### src/rtl/ple_pkg.sv
`timescale 1ns / 1ps
// ----------------------------------------------------------------------------
// ple_pkg
// Shared types and constants of the positional list engine: request and
// response payloads, command codes and the front-to-back work record.
// ----------------------------------------------------------------------------
package ple_pkg;

   // Element count width; the count runs from 0 to 64 inclusive
   localparam int CNT_W = 7;

   // Command codes carried in a request
   localparam logic [2:0] CMD_LENGTH = 3'd0;
   localparam logic [2:0] CMD_INSERT = 3'd1;
   localparam logic [2:0] CMD_QUERY  = 3'd2;
   localparam logic [2:0] CMD_REMOVE = 3'd3;
   localparam logic [2:0] CMD_DUMP   = 3'd4;

   // Value returned for a missing element or an empty list
   localparam logic signed [31:0] MISSING_VALUE = -32'sd1;

   typedef struct packed {
      logic [2:0]         cmd;
      logic [6:0]         position;
      logic signed [31:0] item_value;
   } req_type;

   typedef struct packed {
      logic signed [31:0] result_value;
      logic               is_last;
   } rsp_type;

   // Decoded operation handed from front to back
   typedef enum logic [2:0] {
      OP_LEN,
      OP_INS,
      OP_QRY,
      OP_REM,
      OP_DUMP
   } op_type;

   typedef struct packed {
      op_type             op;
      logic [6:0]         position;
      logic signed [31:0] item_value;
   } work_type;

   // Head of the work queue as seen by the back end
   typedef struct packed {
      logic     valid;
      work_type work;
   } queue_out_type;

   // Back-end status
   typedef struct packed {
      logic [CNT_W-1:0] count;
      logic             busy;
   } stat_type;

endpackage

### src/rtl/positional_list_engine.sv
`timescale 1ns / 1ps
// ----------------------------------------------------------------------------
// positional_list_engine
// Bounded ordered list of signed 32-bit values with length, insert, query,
// remove and dump commands.
// ----------------------------------------------------------------------------
// Usage:
//  - Requests enter on req_valid/req_stall/req_data; a request is taken on a
//    clock edge with req_valid high and req_stall low. Responses leave on
//    rsp_valid/rsp_stall/rsp_data in command order.
//  - A two-entry queue sits between the decoder and the executor, so the
//    request side keeps accepting while the executor works or waits.
//  - Each element move on insert or remove is one read followed by one
//    write, as set by the single-write, registered-read element memory.
//  - Ignored inserts and removes (full list, bad position) produce no
//    response; unused codes are dropped by the decoder and never reach the
//    executor. Query and length give one response; dump gives one per
//    element, with is_last on the final one (one missing-value response for an empty list).
//  - Reset empties the list and clears the queue and response register.
//  - While rsp_stall is high a valid response register holds its value and
//    only commands that respond wait; requests fill the queue until full.
// ----------------------------------------------------------------------------
module positional_list_engine
   import ple_pkg::*;
#(
   parameter int CAPACITY = 64
)
(
   input  logic    clock,
   input  logic    reset,
   input  logic    req_valid,
   output logic    req_stall,
   input  req_type req_data,
   output logic    rsp_valid,
   input  logic    rsp_stall,
   output rsp_type rsp_data
);

   queue_out_type q_out;
   logic          q_pop;
   stat_type      stat;

   ple_front u_front (
      .clock     (clock),
      .reset     (reset),
      .req_valid (req_valid),
      .req_stall (req_stall),
      .req_data  (req_data),
      .q_out     (q_out),
      .q_pop     (q_pop)
   );

   ple_back #(
      .CAPACITY (CAPACITY)
   ) u_back (
      .clock     (clock),
      .reset     (reset),
      .q_out     (q_out),
      .q_pop     (q_pop),
      .rsp_valid (rsp_valid),
      .rsp_stall (rsp_stall),
      .rsp_data  (rsp_data),
      .stat      (stat)
   );

   // List never grows past capacity
   a_count_bound: assert property (@(posedge clock) disable iff (reset)
      stat.count <= CNT_W'(CAPACITY))
      else $error("element count above capacity");

   // Reset leaves an empty list and no pending response
   a_reset_clear: assert property (@(posedge clock)
      (!reset && $past(reset)) |-> (!rsp_valid && stat.count == '0))
      else $error("state not cleared by reset");

   // A non-final dump response means the executor is still in the run
   a_dump_busy: assert property (@(posedge clock) disable iff (reset)
      (rsp_valid && !rsp_data.is_last) |-> stat.busy)
      else $error("non-final response with executor idle");

   // Executor only pops a queued command
   a_pop_valid: assert property (@(posedge clock) disable iff (reset)
      q_pop |-> q_out.valid)
      else $error("pop from empty work queue");

endmodule

### src/rtl/ple_front.sv
`timescale 1ns / 1ps
// ----------------------------------------------------------------------------
// ple_front
// Request front end: decodes the command of each request, drops unused
// codes and queues the rest in a two-entry work queue for the back end.
// ----------------------------------------------------------------------------
module ple_front
   import ple_pkg::*;
(
   input  logic          clock,
   input  logic          reset,
   input  logic          req_valid,
   output logic          req_stall,
   input  req_type       req_data,
   output queue_out_type q_out,
   input  logic          q_pop
);

   work_type   ent_ff [2];
   logic       wr_ptr_ff, wr_ptr_in;
   logic       rd_ptr_ff, rd_ptr_in;
   logic [1:0] fill_ff, fill_in;
   work_type   dec;
   logic       known;
   logic       push;

   // Command decode
   always_comb begin
      dec.position   = req_data.position;
      dec.item_value = req_data.item_value;
      dec.op         = OP_LEN;
      known          = 1'b1;
      case (req_data.cmd)
         CMD_LENGTH: dec.op = OP_LEN;
         CMD_INSERT: dec.op = OP_INS;
         CMD_QUERY:  dec.op = OP_QRY;
         CMD_REMOVE: dec.op = OP_REM;
         CMD_DUMP:   dec.op = OP_DUMP;
         default:    known  = 1'b0;
      endcase
   end

   // Queue pointers and fill level
   assign req_stall = (fill_ff == 2'd2);
   assign push      = req_valid && !req_stall && known;

   always_comb begin
      wr_ptr_in = push  ? ~wr_ptr_ff : wr_ptr_ff;
      rd_ptr_in = q_pop ? ~rd_ptr_ff : rd_ptr_ff;
      fill_in   = fill_ff + {1'b0, push} - {1'b0, q_pop};
   end

   always_ff @(posedge clock) begin
      if (reset) begin
         wr_ptr_ff <= 1'b0;
         rd_ptr_ff <= 1'b0;
         fill_ff   <= 2'd0;
      end else begin
         wr_ptr_ff <= wr_ptr_in;
         rd_ptr_ff <= rd_ptr_in;
         fill_ff   <= fill_in;
      end
   end

   // Queue storage
   always_ff @(posedge clock) begin
      if (push) begin
         ent_ff[wr_ptr_ff] <= dec;
      end
   end

   assign q_out.valid = (fill_ff != 2'd0);
   assign q_out.work  = ent_ff[rd_ptr_ff];

endmodule

### src/rtl/ple_back.sv
`timescale 1ns / 1ps
// ----------------------------------------------------------------------------
// ple_back
// Execution back end: holds the list in a single-port-write, registered-read
// memory, shifts elements one at a time (a read, then a write) on insert and
// remove, and drives the response register.
// ----------------------------------------------------------------------------
module ple_back
   import ple_pkg::*;
#(
   parameter int CAPACITY = 64
)
(
   input  logic          clock,
   input  logic          reset,
   input  queue_out_type q_out,
   output logic          q_pop,
   output logic          rsp_valid,
   input  logic          rsp_stall,
   output rsp_type       rsp_data,
   output stat_type      stat
);

   localparam int               AW    = (CAPACITY > 1) ? $clog2(CAPACITY) : 1;
   localparam logic [CNT_W-1:0] CAP_C = CNT_W'(CAPACITY);

   typedef enum logic [2:0] {
      ST_IDLE,
      ST_INS_RD,
      ST_INS_WR,
      ST_REM_RD,
      ST_REM_WR,
      ST_RD,
      ST_OUT
   } state_type;

   state_type          state_ff, state_in;
   logic [CNT_W-1:0]   count_ff, count_in;
   logic [CNT_W-1:0]   cur_ff, cur_in;
   logic [CNT_W-1:0]   pos_ff, pos_in;
   logic signed [31:0] val_ff, val_in;
   logic               single_ff, single_in;
   logic               miss_ff, miss_in;
   logic               rsp_valid_ff, rsp_valid_in;
   rsp_type            rsp_ff, rsp_in;

   logic signed [31:0] mem [CAPACITY];
   logic signed [31:0] rd_ff;
   logic [CNT_W-1:0]   rd_addr;
   logic               we;
   logic [CNT_W-1:0]   wa;
   logic signed [31:0] wd;
   logic               slot_free;

   assign slot_free = !rsp_valid_ff || !rsp_stall;

   // Sequencer: command dispatch, shift loops and response loading
   always_comb begin
      logic last;
      last         = 1'b0;
      state_in     = state_ff;
      count_in     = count_ff;
      cur_in       = cur_ff;
      pos_in       = pos_ff;
      val_in       = val_ff;
      single_in    = single_ff;
      miss_in      = miss_ff;
      rsp_in       = rsp_ff;
      rsp_valid_in = rsp_valid_ff && rsp_stall;
      rd_addr      = cur_ff;
      we           = 1'b0;
      wa           = cur_ff;
      wd           = rd_ff;
      q_pop        = 1'b0;
      case (state_ff)
         ST_IDLE: begin
            miss_in = 1'b0;
            if (q_out.valid) begin
               case (q_out.work.op)
                  OP_LEN: begin
                     if (slot_free) begin
                        q_pop               = 1'b1;
                        rsp_valid_in        = 1'b1;
                        rsp_in.result_value = $signed({{(32-CNT_W){1'b0}}, count_ff});
                        rsp_in.is_last      = 1'b1;
                     end
                  end
                  OP_INS: begin
                     q_pop = 1'b1;
                     if (count_ff < CAP_C && q_out.work.position <= count_ff) begin
                        cur_in   = count_ff;
                        pos_in   = q_out.work.position;
                        val_in   = q_out.work.item_value;
                        state_in = ST_INS_RD;
                     end
                  end
                  OP_QRY: begin
                     q_pop     = 1'b1;
                     single_in = 1'b1;
                     if (q_out.work.position >= count_ff) begin
                        miss_in  = 1'b1;
                        state_in = ST_OUT;
                     end else begin
                        cur_in   = q_out.work.position;
                        state_in = ST_RD;
                     end
                  end
                  OP_REM: begin
                     q_pop = 1'b1;
                     if (q_out.work.position < count_ff) begin
                        cur_in   = q_out.work.position;
                        state_in = ST_REM_RD;
                     end
                  end
                  OP_DUMP: begin
                     q_pop     = 1'b1;
                     single_in = 1'b0;
                     if (count_ff == '0) begin
                        miss_in  = 1'b1;
                        state_in = ST_OUT;
                     end else begin
                        cur_in   = '0;
                        state_in = ST_RD;
                     end
                  end
                  default: q_pop = 1'b1;
               endcase
            end
         end
         // Insert: move entries up from the tail, then place the value
         ST_INS_RD: begin
            if (cur_ff > pos_ff) begin
               rd_addr  = cur_ff - 1'b1;
               state_in = ST_INS_WR;
            end else begin
               we       = 1'b1;
               wa       = pos_ff;
               wd       = val_ff;
               count_in = count_ff + 1'b1;
               state_in = ST_IDLE;
            end
         end
         ST_INS_WR: begin
            we       = 1'b1;
            cur_in   = cur_ff - 1'b1;
            state_in = ST_INS_RD;
         end
         // Remove: move entries down over the gap
         ST_REM_RD: begin
            if (cur_ff + 1'b1 < count_ff) begin
               rd_addr  = cur_ff + 1'b1;
               state_in = ST_REM_WR;
            end else begin
               count_in = count_ff - 1'b1;
               state_in = ST_IDLE;
            end
         end
         ST_REM_WR: begin
            we       = 1'b1;
            cur_in   = cur_ff + 1'b1;
            state_in = ST_REM_RD;
         end
         ST_RD: state_in = ST_OUT;
         // Query and dump output; read address held so rd_ff stays put
         ST_OUT: begin
            if (slot_free) begin
               last                = miss_ff || single_ff || (cur_ff + 1'b1 == count_ff);
               rsp_valid_in        = 1'b1;
               rsp_in.result_value = miss_ff ? MISSING_VALUE : rd_ff;
               rsp_in.is_last      = last;
               if (last) begin
                  state_in = ST_IDLE;
               end else begin
                  cur_in   = cur_ff + 1'b1;
                  state_in = ST_RD;
               end
            end
         end
         default: state_in = ST_IDLE;
      endcase
   end

   // Control state
   always_ff @(posedge clock) begin
      if (reset) begin
         state_ff     <= ST_IDLE;
         count_ff     <= '0;
         rsp_valid_ff <= 1'b0;
         miss_ff      <= 1'b0;
      end else begin
         state_ff     <= state_in;
         count_ff     <= count_in;
         rsp_valid_ff <= rsp_valid_in;
         miss_ff      <= miss_in;
      end
   end

   // Payload and cursor registers
   always_ff @(posedge clock) begin
      cur_ff    <= cur_in;
      pos_ff    <= pos_in;
      val_ff    <= val_in;
      single_ff <= single_in;
      rsp_ff    <= rsp_in;
   end

   // Element memory: one write, one registered read
   always_ff @(posedge clock) begin
      if (we) begin
         mem[wa[AW-1:0]] <= wd;
      end
      rd_ff <= mem[rd_addr[AW-1:0]];
   end

   assign rsp_valid  = rsp_valid_ff;
   assign rsp_data   = rsp_ff;
   assign stat.count = count_ff;
   assign stat.busy  = (state_ff != ST_IDLE);

endmodule
### config.mk
export PLATFORM = sky130hd
export DESIGN_NAME = positional_list_engine
export DESIGN_NICKNAME = d
export VERILOG_FILES = /design/src/rtl/ple_pkg.sv /design/src/rtl/positional_list_engine.sv /design/src/rtl/ple_front.sv /design/src/rtl/ple_back.sv
export SDC_FILE = /design/constraint.sdc
export NUM_CORES = 2
export LEC_CHECK = 0
export BUFFER_PORTS_ARGS = -buffer_cell sky130_fd_sc_hd__buf_2
export CORE_MARGIN = 4
export CORE_UTILIZATION = 65
export CTS_CLUSTER_DIAMETER = 80
export DETAILED_ROUTE_END_ITERATION = 6
export GPL_ROUTABILITY_DRIVEN = 0
export PLACE_DENSITY = 0.84
export REMOVE_ABC_BUFFERS = 1
export SLEW_MARGIN = 20
export SYNTH_ARGS = -nofsm -noshare
export SYNTH_HDL_FRONTEND = slang
export SYNTH_SLANG_ARGS = --single-unit
### constraint.sdc
create_clock -name clock -period 6.7 [get_ports clock]
set_clock_uncertainty 0.1 [all_clocks]
set_input_delay 1.005 -clock clock [delete_from_list [all_inputs] [get_ports clock]]
set_output_delay 1.005 -clock clock [all_outputs]
set_load 0.1 [all_outputs]
Word level (Yosys, flattened, before mapping)
Memory sizes are Yosys's and may differ from the RTL's. A register that Yosys moved wholly into a read port is not among the register bits.
Cells that the tools add are included.
- flip-flop bits (word level): 96
- bits in latches: 0
- memory bits (writable): 2132
- ROM bits: 0
- input bits: 46
- output and inout bits: 35
- memories: 2
- memories (name ; words ; width ; rd ports ; clocked after Yosys merged registers in ; write ports ; RTL line ; RTL):
    u_back.mem ; 64 ; 32 ; 1 ; 1 ; 1 ; ple_back.sv:47 ; logic signed [31:0] mem [CAPACITY];
    u_front.ent_ff ; 2 ; 42 ; 1 ; 1 ; 1 ; ple_front.sv:19 ; work_type ent_ff [2];
- add/sub/neg operators: 6
- multipliers: 0
- divide/modulo/power cells: 0
- $lt $le $gt $ge: 6
- equal/unequal tests: 28
- shift-type cells: 0
- muxes and demuxes: 59
- bitwise operators: 2
- reductions and logical operators: 27
- operators with widths (cell ; number):
    $mux W33 ; 4
    $mux W32 ; 3
    $pmux W33 S2 ; 1
    $mux W7 ; 9
    $pmux W7 S4 ; 2
    $mux W6 ; 4
    $pmux W3 S4 ; 2
    $pmux W3 S7 ; 1
    $eq A3 B2 Y1 const B ; 6
    $mux W1 ; 18
    $mux W3 ; 6
    $eq A3 B3 Y1 const B ; 5
    $add A7 B1 Y7 const B ; 2
    $lt A7 B7 Y1 ; 2
    $pmux W7 S2 ; 1
    $sub A7 B1 Y7 const B ; 2
    $pmux W6 S2 ; 1
    $ne A2 B2 Y1 const B ; 5
    $reduce_and A5 Y1 ; 2
    $eq A3 B1 Y1 const B ; 3
    $logic_not A3 Y1 ; 3
    $reduce_and A9 Y1 ; 1
    $pmux W1 S2 ; 4
    $reduce_bool A2 Y1 ; 4
    other kinds (23) ; 37

Depth between registers and ports, before layout
- word-level depth: 8
- gate-level depth with buffers: 21

Cells and area by module
From an unflattened synthesis, not the netlist that was laid out.
- cells, all modules: 6337
- area total of the unflattened synthesis: 92449.9 um^2
- by module, submodules not included (module ; instances ; cells each ; area each (um^2)):
    ple_back ; 1 ; 6177 ; 89118.0
    ple_front ; 1 ; 160 ; 3331.9

Worst setup path after synthesis
Ideal clock, no wire load.
- path kind: flip-flop to flip-flop
- start: reg u_back.cur_ff[0]
- end: mem u_back.mem[21][0], enable pin
- arrival: 4.071 ns
- data required time: 6.179 ns
- slack: 2.108 ns
- cell stages (with the launch flop): 14
- buffers on the path: 3
- clock period less this slack: 4.592 ns
- cell sequence: edfxtp_1 > clkbuf_1 > inv_1 > ha_1 > and3_1 > and3_1 > a21oi_2 > clkbuf_1 > nand2_1 > o21ai_0 > nand2_1 > or2_2 > clkbuf_1 > nor2_1
- cells in the longest elaborated chain, start to end: 5
- ends and longest elaborated chain (element ; RTL line ; RTL):
    from (decl) ; ple_back.sv:39 ; logic [CNT_W-1:0] cur_ff, cur_in;
    from (signal assigned) ; ple_back.sv:200 ; cur_ff <= cur_in;
    $gt A7 B7 Y1 ; ple_back.sv:132 ; if (cur_ff > pos_ff) begin
    $mux W1 ; ple_back.sv:132 ;
    $pmux W1 S2 ; ple_back.sv:75 ; case (state_ff)
    $mux W1 ; ple_back.sv:209 ; if (we) begin
    $mux W1 (not written as such) ; ple_back.sv:210 ; mem[wa[AW-1:0]] <= wd;
    to (decl) ; ple_back.sv:47 ;
Several ways; a longest one is shown, not always the timed one.

Worst setup path after layout
- start: reg u_back.cur_ff[0]
- end: reg u_back.rd_ff[9], read port of u_back.mem
- cells in the longest elaborated chain, start to end: 4
- ends and longest elaborated chain (element ; RTL line ; RTL):
    $add A7 B1 Y7 ; ple_back.sv:150 ; if (cur_ff + 1'b1 < count_ff) begin
    $lt A7 B7 Y1 ; ple_back.sv:150 ;
    $mux W6 ; ple_back.sv:150 ;
    $pmux W6 S2 (*) ; ple_back.sv:75 ;
    to (decl) ; ple_back.sv:48 ; logic signed [31:0] rd_ff;
Every way passes the cells marked *; elsewhere a longest branch is shown, timed or not.
A chain may end at the register's enable or synchronous reset.

==> metrics <==
netlist area before placement around 0.088 mm²; Synth Flop Type edfxtp_1; pin count of the biggest net entering global routing slightly below 80; cell at the root of the clock tree clkbuf_16; number of flip-flops and latches in the synthesized netlist ~2,300; Congestion Overflow GR 0; die outline area around 0.14 mm²; CP max stage delay slightly below 800 ps; Post-Syn Instances around 4,500; synth warn 0; share of the synthesized area in the top cell type about three quarters; Synth-to-Final Area Change 12.2%; average footprint of a synthesized cell roughly 19 µm²; placeable core region ~0.13 mm²; Vert. Die Dim roughly 380 µm; share of total power in sequential cells between 30% and 40%; ratio of cells with drive above 1 in the final layout about a quarter; x dimension of the die around 380 µm; number of primary I/O pins 81; start point of the critical path u_back.cur_ff[0]$_DFFE_PP_; sum of buffers and inverters on the critical path 3; fraction of the yosys area taken by sequential cells 76.6%; via count of the first global-routing pass slightly above 50,000; capturing element type of the critical path flip-flop; crit start category flip-flop; minimum clock period after layout roughly 6400 ps; number of synthesized flops with an enable pin between 2,000 and 2,500; final non-filler cell total 6,754; cell type with the highest aggregate area in the netlist edfxtp_1; endpoints failing hold 0; max capacitance violation total 0; overall via count from detail_route slightly above 50,000; Max Buffers Root-to-Sink 3; Row Count around 130; latest clock arrival within the worst-skew pair 880 ps; routed length per placed instance 39.3 µm; critical path fanouts, max 32; iteration-0 DRC count of the detailed router about 11,000; number of endpoints failing setup at the final stage 0; area post-placement between 0.09 and 0.1 mm²; routed vias/inst about 7.6; Least-Margin Pin Slew ~1200 ps; Final HPWL DP about 140,000 µm; Worst R2R Start u_back.cur_ff[0]$_DFFE_PP_; power density over the cells about 570 mW/mm²; Internal Dissipation between 30 and 40 mW; synth top area cells edfxtp_1 (75%), mux4_2 (11%), nand2_1 (2.1%), mux2i_1 (1.5%), dfxtp_1 (1.1%); maximum resistive drop on vdd 0.404 mV; post-layout net count about 4,900; switching power approximately 22 mW; Max Clk Rate 156 MHz; post-detailed-route DRC marker count 0; TritonCTS sink count between 2,000 and 2,500; Pins Over Slew Limit 0; ordered list of cells on the worst path ha_1 > nand3_1 > nor2_1 > xor2_1 > ha_1 > a21o_1 > a311oi_2 > nand2_1 > o32ai_1 > a21o_4 > buf_12 > buf_4 > nor2_2 > buf_4 > a221oi_1 > a21oi_1 > o21ai_0 > o21a_1; most numerous cell in the Yosys netlist edfxtp_1; final routed wirelength across all metal layers 265,000 µm; number of antenna violations at the first check in global routing 13; cts repair resizes 0; outcome finished, final reports clean; cell class contributing the biggest share of worst-path delay compound AO/OA/AOI/OAI gates; initial core utilization approximately two thirds; worst-case setup margin in the final layout approximately 270 ps; share of flip-flops with an asynchronous set or reset after synthesis 0%; clock-pin slew on the worst setup and hold paths about 60 ps; pre-CTS setup slack 709 ps; hold bufs inserted after CTS 0; share of power burned in combinational logic a little over two fifths; footprint of the multi-input gates ~0.020 mm²; startpoint of the lowest-slack hold path req_data[9]; library cells used by synthesis approximately 70; share of total power in the clock network 21.4%; placed cells ~6,300; Sequential cell area around 0.067 mm²; Switching Fraction approximately two fifths; Crit-path slowest cell a221oi_1; Leakage between 30 and 40 nW; Final Core Density ~74%; first-pass GRT wire length between 300,000 and 400,000 µm; number of CTS-inserted buffers roughly 210; ranking of synthesized cells by instance count edfxtp_1 (2,212), nand2_1 (486), mux4_2 (429), nor2_1 (177), mux2i_1 (131); worst hold-check path type in2reg; data required time of the critical path 7390 ps; normalized max-slew margin 17.6%; total routing usage reported by global routing 37.9%; arrival time reported for the critical path endpoint about 7100 ps; setup fix buffers added after clock tree synthesis 0; filler cell count in the final layout roughly 6,700; CTS H-tree depth 4; Setup Crit Path Kind reg2reg; ratio of final minimum period to clock period a little over nine tenths; Final Instance Area about 0.099 mm²; number of nets with antenna violations after routing 0; TritonCTS clock tree yes; number of iterations in the first detailed-routing pass 7; number of port buffers 80; TNS Setup 0 ps; RSZ-0062 raised after global routing false
-- per-stage QoR --
stage	power [mW]	hold slack, ps
final	56.0	217
after global routing	57.3	202
after CTS	55.1	188
after detailed placement	42.6	421
after global placement	41.7	399
after floorplan	30.6	381
-- power groups by stage --
stage,Clock (mW),Combinational (mW),Sequential [mW]
after floorplan,0,10.7,20.0
after global placement,0,21.8,20.0
after detailed placement,0,22.6,20.0
after CTS,12.0,23.4,19.8
after global routing,12.6,25.0,19.7
final,12.0,24.3,19.7
-- kinds of logic after synthesis --
group	Yosys count	synth area share [%]
xor+xnor	20	0.199
mux	603	13.0
buf+inv	275	1.77
fa+ha+maj	31	0.449
compound gates	403	3.30
simple gates	947	4.70
flops	2261	76.6
-- flip-flops by register name, summed over array words and instances, names as in the netlist, 3 cells and up, named ones only --
| signal | cells |
|---|---|
| u_back.state_ff | 3 |
| u_back.mem | 2048 |
| u_back.val_ff | 32 |
| u_back.rd_ff | 32 |
| u_back.rsp_data | 33 |
| u_back.pos_ff | 7 |
| u_back.count_ff | 7 |
| u_front.ent_ff | 84 |
| u_back.cur_ff | 7 |
-- metal layers --
metal | vias up | wire, µm | global-route usage, %
met5 | - | 13 | 0.172
met4 | 2 | 23300 | 25.1
met3 | 1403 | 41200 | 12.8
met2 | 5772 | 121000 | 57.4
met1 | 25400 | 79400 | 47.1
li1 | 18900 | - | -
-- final cells by class --
class | instances | share of cell area, %
flip-flops and latches | 2261 | 68.2
multi-input cells | 2004 | 20.1
clock buffers | 267 | 5.66
repair buffers | 280 | 2.39
well taps | 1768 | 2.24
clock inverters | 129 | 1.22
inverters | 27 | 0.103
diodes | 18 | 0.0456
-- final timing paths --
path | end | slack, ps | cells past startpoint
worst max register to register | u_back.rd_ff[9]$_DFF_P_ | 270 | 18
worst min register to register | u_front.fill_ff[1]$_SDFF_PP0_ | 430 | 2
worst max-delay path | u_back.rd_ff[9]$_DFF_P_ | 270 | 18
worst min-delay path | u_front.ent_ff[0][9]$_DFFE_PP_ | 220 | 1
-- cells in the final DEF, fill, tap and decap left out, types with 51 or more instances in the layout --
cell type  count
nand2_1      454
mux4_2       429
nand3_1      113
a21oi_1       61
clkinv_1      56
buf_2         80
nor2_4        70
a22oi_1       68
nor2_1       105
clkbuf_16    212
edfxtp_1    2212
mux2i_1      131
buf_4        164
nand4_1       51
Note: power is estimated with default switching activity, not from simulation.
